## config.mk

```make
export PLATFORM = sky130hd
export DESIGN_NAME = pqadc_fifo
export DESIGN_NICKNAME = d
export VERILOG_FILES = /design/src/sv/pq_adc_distance_accumulator_defines.svh /design/src/sv/pqadc_pkg.sv /design/src/sv/pqadc_fifo.sv
export SDC_FILE = /design/constraint.sdc
export NUM_CORES = 1
export LEC_CHECK = 0
export BUFFER_PORTS_ARGS = -buffer_cell sky130_fd_sc_hd__buf_2
export CAP_MARGIN = 10
export CORE_ASPECT_RATIO = 1.25
export CORE_MARGIN = 1.5
export CORE_UTILIZATION = 59
export CTS_BUF_LIST = sky130_fd_sc_hd__clkbuf_4
export DETAILED_ROUTE_END_ITERATION = 12
export GPL_ROUTABILITY_DRIVEN = 1
export PLACE_DENSITY = 0.82
export RECOVER_POWER = 100
export SLEW_MARGIN = 20
export SYNTH_ARGS = -nofsm -noshare
export SYNTH_HDL_FRONTEND = slang
export SYNTH_SLANG_ARGS = --single-unit
```

## constraint.sdc

```tcl
create_clock -name clk_i -period 3.25 [get_ports clk_i]
set_clock_uncertainty 0.05 [all_clocks]
set_input_delay 0.1625 -clock clk_i [delete_from_list [all_inputs] [get_ports clk_i]]
set_output_delay 0.1625 -clock clk_i [all_outputs]
set_load 0.05 [all_outputs]
```

## src/sv/pq_adc_distance_accumulator_defines.svh

```systemverilog
// assertion helpers used by the rtl file pqadc_back.sv
`ifndef PQ_ADC_DISTANCE_ACCUMULATOR_DEFINES_SVH
`define PQ_ADC_DISTANCE_ACCUMULATOR_DEFINES_SVH

// clocked property check, disabled while reset is asserted
`define PQADC_ASSERT(lbl, clk, rst_n, prop, msg) \
  lbl: assert property (@(posedge clk) disable iff (!rst_n) prop) else $error(msg);

// condition that must never be true at a clock edge
`define PQADC_ASSERT_NEVER(lbl, clk, rst_n, cond, msg) \
  `PQADC_ASSERT(lbl, clk, rst_n, !(cond), msg)

`endif

```

## src/sv/pqadc_pkg.sv

```systemverilog
`timescale 1ns / 1ps
package pqadc_pkg;

  // fixed field widths
  localparam int OpW       = 1;
  localparam int RowW      = 4;
  localparam int ColW      = 8;
  localparam int ValueW    = 31;
  localparam int CodeW     = 8;
  localparam int CountW    = 5;
  localparam int SumW      = 35;
  localparam int AddrMaxW  = 14;
  localparam int QueueDepth = 4;

  localparam logic [CountW-1:0] CountReset = CountW'(8);

  typedef enum logic [OpW-1:0] {
    OpWrite = 1'b0,
    OpCode  = 1'b1
  } opcode_e;

  // one request handed from the front to the back
  typedef struct packed {
    logic                is_write;
    logic                zero_add;
    logic                last;
    logic [AddrMaxW-1:0] addr;
    logic [ValueW-1:0]   value;
  } req_t;

endpackage

```

## src/sv/pqadc_fifo.sv

```systemverilog
`timescale 1ns / 1ps
module pqadc_fifo (
  input  logic            clk_i,
  input  logic            rst_ni,
  input  logic            push_valid_i,
  output logic            push_ready_o,
  input  pqadc_pkg::req_t push_req_i,
  output logic            pop_valid_o,
  input  logic            pop_i,
  output pqadc_pkg::req_t pop_req_o
);

  localparam int Depth = pqadc_pkg::QueueDepth;
  localparam int PtrW  = $clog2(Depth);

  pqadc_pkg::req_t mem_q [Depth];
  logic [PtrW-1:0] wr_ptr_q, rd_ptr_q;
  logic [PtrW:0]   cnt_q;
  logic            push, pop;

  assign push_ready_o = (cnt_q != (PtrW + 1)'(Depth));
  assign pop_valid_o  = (cnt_q != '0);
  assign push         = push_valid_i && push_ready_o;
  assign pop          = pop_i && pop_valid_o;
  assign pop_req_o    = mem_q[rd_ptr_q];

  // pointers and fill level
  always_ff @(posedge clk_i or negedge rst_ni) begin
    if (!rst_ni) begin
      wr_ptr_q <= '0;
      rd_ptr_q <= '0;
      cnt_q    <= '0;
    end else begin
      if (push) begin
        wr_ptr_q <= wr_ptr_q + PtrW'(1);
      end
      if (pop) begin
        rd_ptr_q <= rd_ptr_q + PtrW'(1);
      end
      if (push && !pop) begin
        cnt_q <= cnt_q + (PtrW + 1)'(1);
      end else if (pop && !push) begin
        cnt_q <= cnt_q - (PtrW + 1)'(1);
      end
    end
  end

  // entry storage
  always_ff @(posedge clk_i) begin
    if (push) begin
      mem_q[wr_ptr_q] <= push_req_i;
    end
  end

endmodule

```

==> summary.md <==
| Metric | Value |
|---|---|
| Buffers & Inverters on Critical Path | 2 |
| Clock latency on the worst-skew pair | 0.54 ns |
| RSZ-0062 raised after global routing | false |
| Root Buffer | clkbuf_4 |
| Pwr Total | 8.31 mW |
| FFs w/ async S/R, synth | 3.52% |
| Die span in x | 103 µm |
| Remaining global-route overflow | 0 |
| Worst path max stage delay | 0.85 ns |
| Placer Congestion | 0.725 |
| Initial antenna violation count | 1 |
| CP endpoint kind | primary output |
| Fin cells | 634 |
| Critical path class | register to primary output |
| Vias in the first global route | 3,621 |
| Cells after Synth | 286 |
| Post-Route WL | 12,300 µm |
| Mapped Area | 7390 µm² |
| Met2 wire len | 6680 µm |
| Antenna-violating nets left | 0 |
| Total negative slack | 0 ns |
| Worst hold path stage count | 2 |
| Biggest area consumer among synthesized cells | edfxtp_1 |
| Worst EP arrival | 2.58 ns |
| Num CTS Buffers | 17 |
| Top layer in use | met4 |
| # fillers | 777 |
| DIE HEIGHT | 128 µm |
| Worst min path class | input port to register |
| Post-CTS sizing | 0 |
| Avg WL per Cell | 19.3 µm |
| Worst relative slew slack | 45.5% |
| Fmax | 0.358 GHz |
| FF-to-FF End | mem_q[0][8] |
| Starting Density | 60.8% |
| Hold EP | mem_q[2][30] |
| Clock Sinks | 199 |
| Wire length on met1 | 4880 µm |
| Leading post-synthesis cells by cell area | edfxtp_1 78%, mux4_2 15%, dfrtp_1 2.4% |
| Reg clk slew, reported paths | 0.15 ns |
| CTS H-tree depth | 4 |
| CP Max Fanout | 30 |
| Syn Nets | 344 |
| IO Port Bufs | 101 |
| Leakage Power | 2.83 nW |
| Number of remaining DRC errors | 0 |
| CP cell instances | clkbuf_2 -> mux4_2 -> clkbuf_2 |
| Fin. Hold Viols | 0 |
| Area growth syn-to-layout | 18.6% |
| Detail Route met3 WL | 500 µm |
| Most frequent cells in the layout | 192 x edfxtp_1, 91 x clkbuf_1, 52 x dlygate4sd3_1 |
| Post-DP HPWL | 7510 µm |
| Slew Viols, Final | 0 |
| Finish-stage setup viols | 0 |
| Yosys cell types | 19 |
| I/O pin total | 102 |
| First-pass GRT wire length | 19,000 µm |
| CP required | 3.04 ns |
| Slowest library cell on the worst path | dfrtp_4 |
| # nets final | 514 |
| Cell repeated most along the worst path | clkbuf_2 |
| Clk buf depth | 2 |
| Total of max-cap violations | 0 |
| Sequential share of the synthesized area | 80.4% |
| Slew @ Worst Pin | 0.811 ns |
| Commonest non-fill, non-tap cell in the layout | edfxtp_1 |
| Largest net degree at the start of global routing | 31 |
| Fin crit period | 2.79 ns |
| Post-CTS setup buffer count | 0 |
| Core area | 12,200 µm² |
| Outcome | finished, final reports clean |
| Crit path launch type | register |
| Flop2flop setup slack | 0.57 ns |
| Cell Rows | 45 |
| Flop and latch count out of synthesis | 199 |
| GRT Resource Usage Total | 20.1% |
| Power Dens Cells | 948 nW/µm² |
| Post-DR vias/cell | 5.41 |
| Worst hold slack | 0.353 ns |
| Placed insts | 549 |
| Final worst-path cycle share | 85.8% |
| Top-area cell type share of the netlist area | 78.0% |
| Post-synth EDFFs | 192 |
| Syn_area_per_cell | 25.8 µm² |
| FF-to-FF Start | cnt_q[0] |
| DRT iter0 DRCs | 220 |
| Prevailing post-synth register cell | edfxtp_1 |
| Reg2Reg Depth | 4 |
| Hold Crit Start | push_req_i[30] |
| Layout cells sized above 1 | 22.2% |
| Pre-antenna DRT Iters | 6 |
| Synthesis Warnings | 0 |
| Top Family by Delay on Critical Path | flip-flops |
| Die area | 13,200 µm² |
| Via count | 3,429 |
| CTS tree | yes |
| Peak VDD IR | 0.492 mV |
[state kept, by name (all words and copies together) (netlist names)]
register / flops
cnt_q: 3
mem_q: 192
rd_ptr_q: 2
wr_ptr_q: 2
[worst max-delay path by stage]
stage	start	cells past startpoint	endpoint	slack (ns)
6_report	rd_ptr_q[0]	3	pop_req_o[38]	0.46
5_1_grt	rd_ptr_q[0]	3	pop_req_o[38]	0.25
4_1_cts	rd_ptr_q[0]	3	pop_req_o[38]	0.48
3_5_place_dp	cnt_q[0]	4	mem_q[0][30]	1.01
3_3_place_gp	cnt_q[0]	4	mem_q[0][33]	1.08
2_1_floorplan	cnt_q[0]	3	mem_q[0][0]	0.87
[cell families (layout without fill, tap and decap cells)]
kind of cell,Yosys count,count (layout),synth area share [%]
other,0,1,0
AOI/OAI and AO/OA,1,1,0.152
muxes,50,50,14.9
and+or+nand+nor,10,10,0.694
DFF,199,199,80.4
buffers and inverters,14,197,2.03
xor gates and xnor gates,6,6,0.711
adders and majority gates,6,6,1.12
[where the power goes]
part	total [mW]	switching, mW	internal [mW]	leakage (nW)
registers	3.71	0.312	3.39	1.84
logic	3.37	2.34	1.03	0.842
clock network	1.24	0.775	0.462	0.150
[through the flow]
step	cell area, µm²	utilization (%)	setup WS (ns)
after floorplan	7390	-	0.867
after global placement	8090	66.5	1.08
after detailed placement	8090	66.5	1.01
after CTS	8890	73.1	0.476
after global routing	8760	72.1	0.254
final	8760	72.1	0.460
[routing by layer]
| layer | vias to the layer above | global-route usage, % |
|---|---|---|
| met5 | - | 0 |
| met4 | 0 | 7.15 |
| met3 | 14 | 4.80 |
| met2 | 91 | 33.6 |
| met1 | 1772 | 26.1 |
| li1 | 1552 | - |
[cell usage after synthesis, drive strengths merged (2+ instances only)]
library cell  number
nor2               2
mux2               2
and2               4
dfrtp              7
mux4              48
edfxtp           192
xnor2              4
inv                3
nand2              2
ha                 5
xor2               2
buf               11
[repair_timing]
action | 4_1_cts | 5_1_grt
setup endpoints to repair | 0 | 0
hold endpoints to repair | 202 | 0
hold buffers | 52 | 0
[final cells by class]
class | instances | area, µm² | area share, %
sequential | 199 | 5950 | 67.8
multi-input combinational | 73 | 1300 | 14.9
timing repair buffer | 162 | 1020 | 11.6
tap | 164 | 205 | 2.34
clock inverter | 15 | 150 | 1.71
clock buffer | 17 | 128 | 1.46
inverter | 3 | 11.3 | 0.128
antenna | 1 | 2.50 | 0.0286
[worst register-to-register path: cells and delay by family (launching register included)]
kind	cells	cell delay, ns
AND/OR/NAND/NOR	2	0.82
flip-flops	1	0.45
AO/OA/AOI/OAI	1	0.66
buffers and inverters	1	0.39
(Power assumes the default switching activity.)
