**src/sv/pq_adc_distance_accumulator_defines.svh**
```systemverilog
// assertion helpers used by the rtl file pqadc_back.sv
`ifndef PQ_ADC_DISTANCE_ACCUMULATOR_DEFINES_SVH
`define PQ_ADC_DISTANCE_ACCUMULATOR_DEFINES_SVH

// clocked property check, disabled while reset is asserted
`define PQADC_ASSERT(lbl, clk, rst_n, prop, msg) \
  lbl: assert property (@(posedge clk) disable iff (!rst_n) prop) else $error(msg);

// condition that must never be true at a clock edge
`define PQADC_ASSERT_NEVER(lbl, clk, rst_n, cond, msg) \
  `PQADC_ASSERT(lbl, clk, rst_n, !(cond), msg)

`endif

```
**src/sv/pqadc_pkg.sv**
```systemverilog
`timescale 1ns / 1ps
package pqadc_pkg;

  // fixed field widths
  localparam int OpW       = 1;
  localparam int RowW      = 4;
  localparam int ColW      = 8;
  localparam int ValueW    = 31;
  localparam int CodeW     = 8;
  localparam int CountW    = 5;
  localparam int SumW      = 35;
  localparam int AddrMaxW  = 14;
  localparam int QueueDepth = 4;

  localparam logic [CountW-1:0] CountReset = CountW'(8);

  typedef enum logic [OpW-1:0] {
    OpWrite = 1'b0,
    OpCode  = 1'b1
  } opcode_e;

  // one request handed from the front to the back
  typedef struct packed {
    logic                is_write;
    logic                zero_add;
    logic                last;
    logic [AddrMaxW-1:0] addr;
    logic [ValueW-1:0]   value;
  } req_t;

endpackage

```
**src/sv/pqadc_in_if.sv**
```systemverilog
`timescale 1ns / 1ps
interface pqadc_in_if;
  logic                          valid;
  logic                          ready;
  logic [pqadc_pkg::OpW-1:0]     opcode;
  logic [pqadc_pkg::RowW-1:0]    table_subquantizer;
  logic [pqadc_pkg::ColW-1:0]    table_centroid;
  logic [pqadc_pkg::ValueW-1:0]  table_value;
  logic [pqadc_pkg::CodeW-1:0]   code;

  modport source (
    output valid, opcode, table_subquantizer, table_centroid, table_value, code,
    input  ready
  );
  modport sink (
    input  valid, opcode, table_subquantizer, table_centroid, table_value, code,
    output ready
  );
endinterface

```
**src/sv/pqadc_cfg_if.sv**
```systemverilog
`timescale 1ns / 1ps
interface pqadc_cfg_if;
  logic                          valid;
  logic                          ready;
  logic [pqadc_pkg::CountW-1:0]  data;

  modport source (output valid, data, input ready);
  modport sink (input valid, data, output ready);
endinterface

```
**src/sv/pqadc_front.sv**
```systemverilog
`timescale 1ns / 1ps
module pqadc_front #(
  parameter int CENTROIDS_PER_SUBQ = 256,
  parameter int MAX_SUBQUANTIZERS  = 16
) (
  input  logic              clk_i,
  input  logic              rst_ni,
  pqadc_in_if.sink          in_i,
  pqadc_cfg_if.sink         cfg_i,
  output logic              push_valid_o,
  input  logic              push_ready_i,
  output pqadc_pkg::req_t   push_req_o
);

  localparam int CountW = pqadc_pkg::CountW;

  logic [CountW-1:0] count_q;
  logic [CountW-1:0] pos_q, pos_d;
  logic [CountW-1:0] active_n;
  logic              is_code;
  logic              write_ok;
  logic              last;
  logic              in_fire;

  // sub-quantizer count register, always writable
  assign cfg_i.ready = 1'b1;

  always_ff @(posedge clk_i or negedge rst_ni) begin
    if (!rst_ni) begin
      count_q <= pqadc_pkg::CountReset;
    end else if (cfg_i.valid) begin
      count_q <= cfg_i.data;
    end
  end

  // classify the request and build the table access
  always_comb begin
    active_n = count_q;
    if (count_q == '0) begin
      active_n = CountW'(1);
    end else if (32'(count_q) > MAX_SUBQUANTIZERS) begin
      active_n = CountW'(MAX_SUBQUANTIZERS);
    end

    is_code  = (in_i.opcode == pqadc_pkg::OpCode);
    write_ok = (32'(in_i.table_subquantizer) < MAX_SUBQUANTIZERS) &&
               (32'(in_i.table_centroid) < CENTROIDS_PER_SUBQ);
    last     = ({1'b0, pos_q} + (CountW + 1)'(1)) >= {1'b0, active_n};
    pos_d    = last ? '0 : pos_q + CountW'(1);

    push_req_o.is_write = !is_code;
    push_req_o.last     = last;
    push_req_o.value    = in_i.table_value;
    push_req_o.zero_add = !(32'(pos_q) < MAX_SUBQUANTIZERS) ||
                          !(32'(in_i.code) < CENTROIDS_PER_SUBQ);
    if (is_code) begin
      push_req_o.addr = pqadc_pkg::AddrMaxW'(32'(pos_q) * CENTROIDS_PER_SUBQ +
                                             32'(in_i.code));
    end else begin
      push_req_o.addr = pqadc_pkg::AddrMaxW'(
        32'(in_i.table_subquantizer) * CENTROIDS_PER_SUBQ + 32'(in_i.table_centroid));
    end
  end

  // out-of-range writes are taken and dropped
  assign in_i.ready   = push_ready_i;
  assign in_fire      = in_i.valid && push_ready_i;
  assign push_valid_o = in_i.valid && (is_code || write_ok);

  // position within the current vector
  always_ff @(posedge clk_i or negedge rst_ni) begin
    if (!rst_ni) begin
      pos_q <= '0;
    end else if (in_fire && is_code) begin
      pos_q <= pos_d;
    end
  end

endmodule

```
**src/flat_wrapper.sv**
```systemverilog
// flat-port wrapper written by rule: the top's interface ports become plain ports
module pqadc_front_flat 
#(
  parameter int CENTROIDS_PER_SUBQ = 256,
  parameter int MAX_SUBQUANTIZERS  = 16
)
  (clk_i, rst_ni, push_valid_o, push_ready_i, push_req_o, in_i_valid, in_i_opcode, in_i_table_subquantizer, in_i_table_centroid, in_i_table_value, in_i_code, in_i_ready, cfg_i_valid, cfg_i_data, cfg_i_ready);
  pqadc_in_if in_i_i ();
  pqadc_cfg_if cfg_i_i ();
  input  logic clk_i;
  input  logic rst_ni;
  output logic push_valid_o;
  input  logic push_ready_i;
  output pqadc_pkg::req_t push_req_o;
  input wire logic [$bits(in_i_i.valid)-1:0] in_i_valid;
  input wire logic [$bits(in_i_i.opcode)-1:0] in_i_opcode;
  input wire logic [$bits(in_i_i.table_subquantizer)-1:0] in_i_table_subquantizer;
  input wire logic [$bits(in_i_i.table_centroid)-1:0] in_i_table_centroid;
  input wire logic [$bits(in_i_i.table_value)-1:0] in_i_table_value;
  input wire logic [$bits(in_i_i.code)-1:0] in_i_code;
  output wire logic [$bits(in_i_i.ready)-1:0] in_i_ready;
  input wire logic [$bits(cfg_i_i.valid)-1:0] cfg_i_valid;
  input wire logic [$bits(cfg_i_i.data)-1:0] cfg_i_data;
  output wire logic [$bits(cfg_i_i.ready)-1:0] cfg_i_ready;
  assign in_i_i.valid = in_i_valid;
  assign in_i_i.opcode = in_i_opcode;
  assign in_i_i.table_subquantizer = in_i_table_subquantizer;
  assign in_i_i.table_centroid = in_i_table_centroid;
  assign in_i_i.table_value = in_i_table_value;
  assign in_i_i.code = in_i_code;
  assign in_i_ready = in_i_i.ready;
  assign cfg_i_i.valid = cfg_i_valid;
  assign cfg_i_i.data = cfg_i_data;
  assign cfg_i_ready = cfg_i_i.ready;
  pqadc_front #(.CENTROIDS_PER_SUBQ(CENTROIDS_PER_SUBQ), .MAX_SUBQUANTIZERS(MAX_SUBQUANTIZERS)) u_core (.clk_i(clk_i), .rst_ni(rst_ni), .in_i(in_i_i), .cfg_i(cfg_i_i), .push_valid_o(push_valid_o), .push_ready_i(push_ready_i), .push_req_o(push_req_o));
endmodule
```
**config.mk**
```make
export PLATFORM = sky130hd
export DESIGN_NAME = pqadc_front_flat
export DESIGN_NICKNAME = d
export VERILOG_FILES = /design/src/sv/pq_adc_distance_accumulator_defines.svh /design/src/sv/pqadc_pkg.sv /design/src/sv/pqadc_in_if.sv /design/src/sv/pqadc_cfg_if.sv /design/src/sv/pqadc_front.sv /design/src/flat_wrapper.sv
export SDC_FILE = /design/constraint.sdc
export NUM_CORES = 1
export LEC_CHECK = 0
export ABC_AREA = 1
export BUFFER_PORTS_ARGS = -buffer_cell sky130_fd_sc_hd__buf_2
export CAP_MARGIN = 10
export CORE_MARGIN = 1
export CORE_UTILIZATION = 38
export DETAILED_ROUTE_END_ITERATION = 10
export PLACE_DENSITY = 0.86
export SYNTH_ARGS = -nofsm -noshare
export SYNTH_HDL_FRONTEND = slang
export SYNTH_SLANG_ARGS = --single-unit
```
**constraint.sdc**
```tcl
create_clock -name clk_i -period 5.7 [get_ports clk_i]
set_input_delay 0.57 -clock clk_i [delete_from_list [all_inputs] [get_ports clk_i]]
set_output_delay 0.57 -clock clk_i [all_outputs]
set_load 0.01 [all_outputs]
```
==> flow_summary_export.csv, run 1 <==
group,metric,value,unit
cts,cts_buffers,3,
floorplan,start_util,0.3997,
place,gp_congestion,0.7922,
detailed_routing,via_per_inst,4.490,
layout,fin_util,0.4002,
layout,syn2layout_area_growth,0.1137,%
critical_path,required,5130,ps
logic_synthesis,ys_ff_latch,10,
logic_synthesis,netlist_area,1102,sq um
sta,report.final.slew_viol_count,0,
critical_path,start_kind,"flip-flop",
critical_path,critPathKind,"reg -> out",
cts,h-tree-depth,1,
critical_path,worstRegToRegCells,8,
critical_path,cp-endpoint,"push_req_o[45]",
floorplan,die_x,55.86,um
detailed_routing,finalWirelength,1983,um
logic_synthesis,ys_seq_area_frac,0.2281,
place,placed_area,1077,sq um
power_and_ir_drop,vdd_drop_max,0.2396,mV
layout,diodes,0,
global_route,grt_pass1_vias,775,
worst_hold_path,min_path_type,"in -> async",
layout,final_cell_mix,"nand2_1 (64), buf_2 (48), inv_1 (16), dfrtp_1 (9), nand3_1 (7)",
cts,cts_buffer_depth,2,
cts,cts-root-buf,"clkbuf_4",
detailed_routing,ant_nets,0,
layout,finish.instance_area,1104,sq um
critical_path,cp.depth,8,
detailed_routing,drt_iter0_markers,17,
sta,rsz0062_at_grt,"false",
place,numPortBuffers,48,
critical_path,path_buf_inv,2,
critical_path,path_cells,"ha_1 -> xnor2_1 -> inv_1 -> ha_1 -> and3_1 -> nand2_1 -> nand2_1 -> buf_2",
floorplan,io_pins,113,
floorplan,die_h,55.86,um
sta,final.setup.tns,0,ps
detailed_routing,vias,943,
critical_path,cp_top_family,"adder cells",
sta,worst_slack,3047,ps
floorplan,dieArea,3120,sq um
logic_synthesis,synthDistinctLibCells,19,
layout,layout-drive-gt1-share,0.3184,
critical_path,cp-startpoint,"u_core.pos_q[0]",
logic_synthesis,synth_nets,236,
power_and_ir_drop,power_density,267.9,nW/um^2
layout,final_nets,248,
critical_path,crit_slowest_cell,"dfrtp_1",
critical_path,cpPeakStageDelay,460,ps
global_route,grt_max_degree,15,
critical_path,worstReg2RegEnd,"u_core.pos_q[1]",
critical_path,rr_startpoint,"u_core.pos_q[0]",
global_route,gr-usage-all-layers,0.1217,
sta,fin_crit_sh,0.4654,
cts,clock_latency,260,ps
outcome,status,"completed",
place,dpl.hpwl,1616,um
sta,fin_worst_skew,3.217,ps
logic_synthesis,syn_avg_cell_area,6.561,sq um
floorplan,fp-row-count,19,
global_route,grt_pass1_wl,3077,um
power_and_ir_drop,p_leak,0.6985,nW
cts,post-cts-setup-buffers,0,
sta,clock.fmax,376.9,MHz
logic_synthesis,syn_inst,168,
cts,cts_resized,0,
critical_path,crit_fanout,7,
floorplan,core,2758,sq um
sta,hold_viol_final,0,
global_route,grt_antenna_before_repair,0,
critical_path,ff2ff_setup_slack,3850,ps
flow_run,maxCapViolations,0,
layout,layout_commonest_cell,"nand2_1",
critical_path,crit_arrival,2080,ps
sta,setup_viol,0,
cts,numClockSinks,10,
cts,cts_tree,"yes",
sta,layout_min_cycle_time,2653,ps
cts,cts_hold_buf,0,
global_route,overflow,0,
logic_synthesis,yosysWarnings,0,
place,place_ws,3362,ps
detailed_routing,wl_per_cell,9.443,um
critical_path,end_kind,"output pin",
detailed_routing,firstDrtPassIters,4,
detailed_routing,drc,0,
cts,clk_pin_slew,60,ps
## kinds of logic after synthesis
| kind of cell | after synthesis | share of synthesized area |
|---|---|---|
| other cells | 2 | 0.006813 |
| mux | 1 | 0.01021 |
| fa+ha+maj | 6 | 0.06810 |
| simple gates | 84 | 0.3167 |
| xor+xnor | 1 | 0.007947 |
| buf+inv | 57 | 0.3303 |
| flops | 10 | 0.2282 |
| compound gates | 7 | 0.03178 |
## metal layers
metal	share of wire	vias up	global-route usage
met5	0	-	0
met4	0.019	0	0.06272
met3	0.077	5	0.01395
met2	0.46	32	0.2031
met1	0.44	412	0.1552
li1	-	494	-
## synth_stat cells
library cell	n	area share
nand2_1	64	0.22
buf_4	37	0.25
inv_1	16	0.054
dfrtp_1	9	0.20
nand3_1	7	0.032
ha_1	6	0.068
nor2_1	6	0.020
o21ai_0	6	0.027
buf_2	3	0.014
conb_1	2	0.0068
nand3_2	2	0.018
nand4_1	2	0.011
nor2_2	2	0.011
a21oi_1	1	0.0045
and3_1	1	0.0057
buf_6	1	0.010
dfstp_2	1	0.024
mux2_2	1	0.010
xnor2_1	1	0.0079
## through the flow
stage / instances / power, W / hold WS (ps)
after floorplan: 168 / 0.0002378 / 274.4
after global placement: 206 / 0.0002424 / 436.6
after detailed placement: 206 / 0.0002482 / 438.7
after CTS: 210 / 0.0003009 / 147.2
after global routing: 210 / 0.0003284 / 155.3
final: 210 / 0.0002956 / 150.8
## state kept, by name (all words and copies together) (netlist names)
register / cells
u_core.pos_q: 5
u_core.count_q: 5
## report_power, final
part	internal, W	total [W]	switching (W)
clock	0.0000270	0.0000498	0.0000228
combinational	0.0000585	0.000139	0.0000807
sequential	0.0000849	0.000107	0.0000217
## cell type report
| type | instances | area (sq um) |
|---|---|---|
| multi-input cells | 101 | 486.7 |
| clock buffers | 4 | 26.28 |
| inverters | 16 | 60.06 |
| fillers | 288 | 1654 |
| flip-flops and latches | 10 | 251.5 |
| repair buffers | 48 | 240.2 |
| well taps | 31 | 38.79 |
## how the worst min path moves through the flow
| stage | end | slack (ps) | depth (start not counted) |
|---|---|---|---|
| 2_1_floorplan | u_core.count_q[0] | 270 | 0 |
| 3_3_place_gp | u_core.pos_q[3] | 440 | 1 |
| 3_5_place_dp | u_core.pos_q[0] | 440 | 1 |
| 4_1_cts | u_core.pos_q[0] | 150 | 1 |
| 5_1_grt | u_core.pos_q[0] | 160 | 1 |
| 6_report | u_core.pos_q[0] | 150 | 1 |
Note: power is estimated with default switching activity, not from simulation.
==> inputs of run 2 (changes only) <==
- CORE_UTILIZATION: 38 -> 36
- PLACE_DENSITY: 0.86 -> 0.82
- clock period: 5.7 -> 2.7 ns (I/O delays scaled with it)
==> run 2 against run 1 <==
Effect of this change: the flow now finishes with violations (DRC); non-clock buffer count grew 1; clock power grew 110%; final area grew 0.91%; core utilization shrank 0.66 points; critical path depth is the same; critical path type unchanged.
==> flow_summary_export.csv, run 2 (same netlist as run 1, synthesis figures left out) <==
group,metric,value,unit
sta,setup_viol,0,
detailed_routing,ant_nets,0,
layout,final_cells,211,
floorplan,dieArea,3287,sq um
place,numPortBuffers,48,
detailed_routing,finalWirelength,2065,um
layout,diodes,0,
cts,clock_latency,260,ps
detailed_routing,drc,10,
detailed_routing,drt_iter0_markers,56,
sta,report.final.slew_viol_count,0,
power_and_ir_drop,switching_share,0.4230,
power_and_ir_drop,power_density,563.0,nW/um^2
sta,rsz0062_at_grt,"false",
flow_run,maxCapViolations,0,
critical_path,required,2430,ps
cts,cts_buffers,3,
global_route,gr-usage-all-layers,0.1322,
cts,cts_tree,"yes",
layout,layout_commonest_cell,"nand2_1",
global_route,grt_pass1_wl,3422,um
sta,fin_crit_sh,0.8802,
sta,layout_min_cycle_time,2376,ps
cts,cts-root-buf,"clkbuf_4",
place,placed_area,1077,sq um
sta,clock.fmax,420.8,MHz
cts,h-tree-depth,1,
sta,fin_worst_skew,3.053,ps
layout,final_nets,249,
cts,numClockSinks,10,
power_and_ir_drop,seqPwrFrac,0.362,
sta,hold_slack,218.0,ps
floorplan,fp-row-count,19,
cts,cts_buffer_depth,2,
floorplan,start_util,0.3897,
detailed_routing,firstDrtPassIters,7,
floorplan,io_pins,113,
place,gp_congestion,0.8199,
place,place_ws,613.6,ps
power_and_ir_drop,p_leak,0.7027,nW
worst_hold_path,min_path_type,"in -> reg",
layout,final_cell_mix,"nand2_1 (64), buf_2 (48), inv_1 (16), dfrtp_1 (9), nand3_1 (7)",
sta,worst_slack,323.6,ps
global_route,grt_antenna_before_repair,0,
power_and_ir_drop,vdd_drop_max,0.3399,mV
global_route,overflow,0,
critical_path,crit_fanout,7,
critical_path,end_kind,"output pin",
place,placedCellCount,206,
power_and_ir_drop,pwr-share-clk,0.170,
detailed_routing,via_per_inst,4.483,
global_route,grtUsageMet3,0.02721,
cts,clk_pin_slew,60,ps
place,dpl.hpwl,1638,um
floorplan,die_x,57.34,um
detailed_routing,wl_per_cell,9.787,um
floorplan,core,2829,sq um
sta,hold_viol_final,0,
layout,finish.instance_area,1114,sq um
layout,syn2layout_area_growth,1.022,%
global_route,grt_pass1_vias,817,
detailed_routing,vias,946,
outcome,violations,"DRC",
global_route,grt.busiest_layer,"met2",
global_route,grt_max_degree,15,
cts,cts_resized,0,
global_route,met1_usage,0.1648,
critical_path,start_kind,"flip-flop",
layout,layout-drive-gt1-share,0.3167,
critical_path,critPathKind,"reg -> out",
floorplan,die_h,57.34,um
global_route,use_met2,0.2101,
critical_path,crit_arrival,2110,ps
power_and_ir_drop,p_sw,0.0002652,W
sta,final.setup.tns,0,ps
outcome,status,"finished with violations",
power_and_ir_drop,internal_power,0.0003618,W
power_and_ir_drop,pwr-share-comb,0.468,
layout,reg_top3,"u_core.count_q x5, u_core.pos_q x5",
## run 2: changes by cell type in the layout (fill, tap and decap cells not counted), sizes merged
cell,previous run,this run
dlygate4sd3,0,1
## run 2: stage by stage
step	total power (W)	utilization
floorplan	0.0005019	-
global placement	0.0005121	0.3808
detailed placement	0.0005248	0.3808
CTS	0.0006353	0.3936
global route	0.0006916	0.3936
finish	0.0006270	0.3936
## run 2: power groups by stage
stage,combinational (W),clock (W),sequential [W]
2_1_floorplan,0.000294,0,0.000208
3_3_place_gp,0.000289,0,0.000223
3_5_place_dp,0.000295,0,0.000230
4_1_cts,0.000299,0.000110,0.000227
5_1_grt,0.000342,0.000117,0.000233
6_report,0.000293,0.000106,0.000227
## run 2: final timing paths
| check | start | to | slack, ps | depth (start not counted) |
|---|---|---|---|---|
| worst min register to register | u_core.count_q[3] | u_core.count_q[3] | 500 | 2 |
| min in group asynchronous | rst_ni | u_core.pos_q[3] | 390 | 2 |
| worst min-delay path | cfg_i_data[4] | u_core.count_q[4] | 220 | 3 |
| worst max-delay path | u_core.pos_q[0] | push_req_o[45] | 320 | 8 |
| max in group asynchronous | rst_ni | u_core.count_q[3] | 2050 | 2 |
| worst max register to register | u_core.pos_q[0] | u_core.pos_q[2] | 840 | 8 |
## run 2: area by class of cell
type / instances / area (sq um)
timing repair buffer: 49 / 250.2
inverter: 16 / 60.06
tap: 31 / 38.79
fill: 298 / 1715
clock buffer: 4 / 26.28
sequential: 10 / 251.5
multi-input combinational: 101 / 486.7
## run 2: layer usage
layer  vias up  wire length, um
met3         2              155
met4         0                9
met5         -                0
met1       395              928
met2        48              971
li1        501                -
## run 2: what timing repair did
action | in CTS | in global routing
setup buffers | 0 | 0
hold endpoints to repair | 9 | 0
hold buffers | 1 | 0
## run 2: critical path: stages (launching register included)
cell	delay, ps
dfrtp_1	470
ha_1	280
xnor2_1	190
inv_1	70
ha_1	290
and3_1	170
nand2_1	150
nand2_1	80
buf_2	140
==> inputs of run 3 (changes only) <==
==> constraint.sdc (replaced) <==
create_clock -name clk_i -period 2.7 [get_ports clk_i]
set_input_delay 0.135 -clock clk_i [delete_from_list [all_inputs] [get_ports clk_i]]
set_output_delay 0.135 -clock clk_i [all_outputs]
set_load 0.01 [all_outputs]
==> run 3 against run 2 <==
Effect of this change: the flow still finishes with violations (DRC); sequential power hardly changed; clock power hardly changed; die area stayed put; critical path type unchanged; worst setup slack better by 150 ps; final cell count unchanged; combinational power barely moved; core utilization is the same; sequential cell count stayed put; global-route usage rose by 0.53 points; clock skew down 0.86 ps.
==> flow_summary_export.csv, run 3 (same netlist as run 1, synthesis figures left out) <==
group,metric,value,unit
layout,final_cell_mix,"nand2_1 (64), buf_2 (48), inv_1 (16), dfrtp_1 (9), nand3_1 (7)",
critical_path,end_kind,"output pin",
power_and_ir_drop,internal_power,0.0003623,W
layout,seqCellArea,251.5,sq um
critical_path,start_kind,"flip-flop",
cts,cts-root-buf,"clkbuf_4",
layout,reg_top3,"u_core.count_q x5, u_core.pos_q x5",
sta,report.final.slew_viol_count,0,
power_and_ir_drop,p_leak,0.7027,nW
global_route,grt_pass1_vias,830,
detailed_routing,firstDrtPassIters,8,
critical_path,crit_arrival,2090,ps
worst_hold_path,worstHoldEndpoint,"u_core.count_q[4]",
power_and_ir_drop,switching_share,0.4245,
detailed_routing,via_per_inst,4.450,
sta,hold_viol_final,0,
critical_path,worstRegToRegCells,10,
floorplan,fp-row-count,19,
critical_path,critPathKind,"reg -> out",
cts,cts_resized,0,
detailed_routing,vias,939,
layout,final_cells,211,
detailed_routing,wl_per_cell,10.02,um
layout,final_nets,249,
cts,clock_latency,260,ps
sta,rsz0062_at_grt,"false",
cts,numClockSinks,10,
layout,syn2layout_area_growth,1.022,%
critical_path,required,2570,ps
global_route,overflow,0,
critical_path,worstReg2RegEnd,"u_core.pos_q[2]",
sta,clock.fmax,449.4,MHz
power_and_ir_drop,p_sw,0.0002672,W
cts,h-tree-depth,1,
global_route,grt_antenna_before_repair,0,
floorplan,die_h,57.34,um
layout,fin_util,0.3936,
layout,layout-drive-gt1-share,0.3167,
floorplan,io_pins,113,
detailed_routing,ant_nets,0,
cts,post-cts-setup-buffers,0,
sta,final.setup.tns,0,ps
layout,layout_commonest_cell,"nand2_1",
global_route,gr-usage-all-layers,0.1375,
place,numPortBuffers,48,
floorplan,die_x,57.34,um
detailed_routing,drc,10,
power_and_ir_drop,seqPwrFrac,0.361,
critical_path,rr_startpoint,"u_core.pos_q[0]",
global_route,grt_pass1_wl,3505,um
place,gp_congestion,0.8194,
layout,multi_input_area,486.7,sq um
layout,diodes,0,
cts,cts_buffer_depth,2,
outcome,status,"finished with violations",
detailed_routing,drt_iter0_markers,49,
sta,fin_crit_sh,0.8241,
sta,layout_min_cycle_time,2225,ps
sta,hold_slack,84.92,ps
power_and_ir_drop,pwr-share-clk,0.170,
floorplan,dieArea,3287,sq um
worst_hold_path,min_path_type,"in -> reg",
power_and_ir_drop,power,0.0006295,W
floorplan,core,2829,sq um
cts,cts_tree,"yes",
critical_path,ff2ff_setup_slack,850,ps
sta,fin_worst_skew,2.189,ps
cts,cts_hold_buf,1,
flow_run,maxCapViolations,0,
floorplan,start_util,0.3897,
power_and_ir_drop,pwr-share-comb,0.469,
power_and_ir_drop,power_density,565.3,nW/um^2
detailed_routing,finalWirelength,2115,um
global_route,grt_max_degree,15,
layout,n_fill_cell,293,
place,placedCellCount,206,
power_and_ir_drop,vdd_drop_max,0.3363,mV
cts,cts_buffers,3,
cts,clk_pin_slew,60,ps
sta,setup_viol,0,
worst_hold_path,hold_depth,3,
outcome,violations,"DRC",
worst_hold_path,hold_start,"cfg_i_data[4]",
critical_path,crit_fanout,7,
place,dpl.hpwl,1668,um
==> run 3: cell counts in the layout (fill, tap and decap cells not counted) <==
No cell type changed its count.
==> run 3: power groups by stage <==
stage	Sequential (W)	Combinational, W	Clock, W
final	0.000227	0.000295	0.000107
after detailed placement	0.000230	0.000297	0
after floorplan	0.000208	0.000294	0
after global placement	0.000223	0.000289	0
after CTS	0.000227	0.000300	0.000110
after global routing	0.000234	0.000349	0.000117
==> run 3: critical path: stages, from the launching register on <==
cell and delay (ps):
dfrtp_1 470, ha_1 280, xnor2_1 190, inv_1 70, ha_1 290, and3_1 160
nand2_1 150, nand2_1 80, buf_2 150
==> run 3: worst max path at each step <==
stage / from / endpoint / slack, ps
floorplan: u_core.pos_q[0] / push_req_o[45] / 910
global placement: u_core.pos_q[0] / push_req_o[45] / 830
detailed placement: u_core.pos_q[0] / push_req_o[45] / 770
CTS: u_core.pos_q[0] / push_req_o[45] / 460
global route: u_core.pos_q[0] / push_req_o[45] / 260
finish: u_core.pos_q[0] / push_req_o[45] / 480
==> run 3: per-layer routing <==
metal	GRT usage	vias to the layer above	wire length [um]
li1	-	498	-
met1	0.1622	384	919
met2	0.2319	55	993
met3	0.02948	2	191
met4	0.07666	0	10
met5	0	-	0
==> run 3: layout make-up <==
| class | count | area share |
|---|---|---|
| Inverter | 16 | 0.05393 |
| Multi-Input combinational cell | 101 | 0.4371 |
| Clock buffer | 4 | 0.02360 |
| Tap cell | 31 | 0.03483 |
| Sequential cell | 10 | 0.2258 |
| Timing Repair Buffer | 49 | 0.2247 |
==> run 3: metrics by stage <==
step | setup WS, ps | instance area, sq um
3_3_place_gp | 828.9 | 1077
4_1_cts | 457.2 | 1114
5_1_grt | 256.5 | 1114
3_5_place_dp | 765.8 | 1077
6_report | 475.1 | 1114
2_1_floorplan | 908.7 | 1102
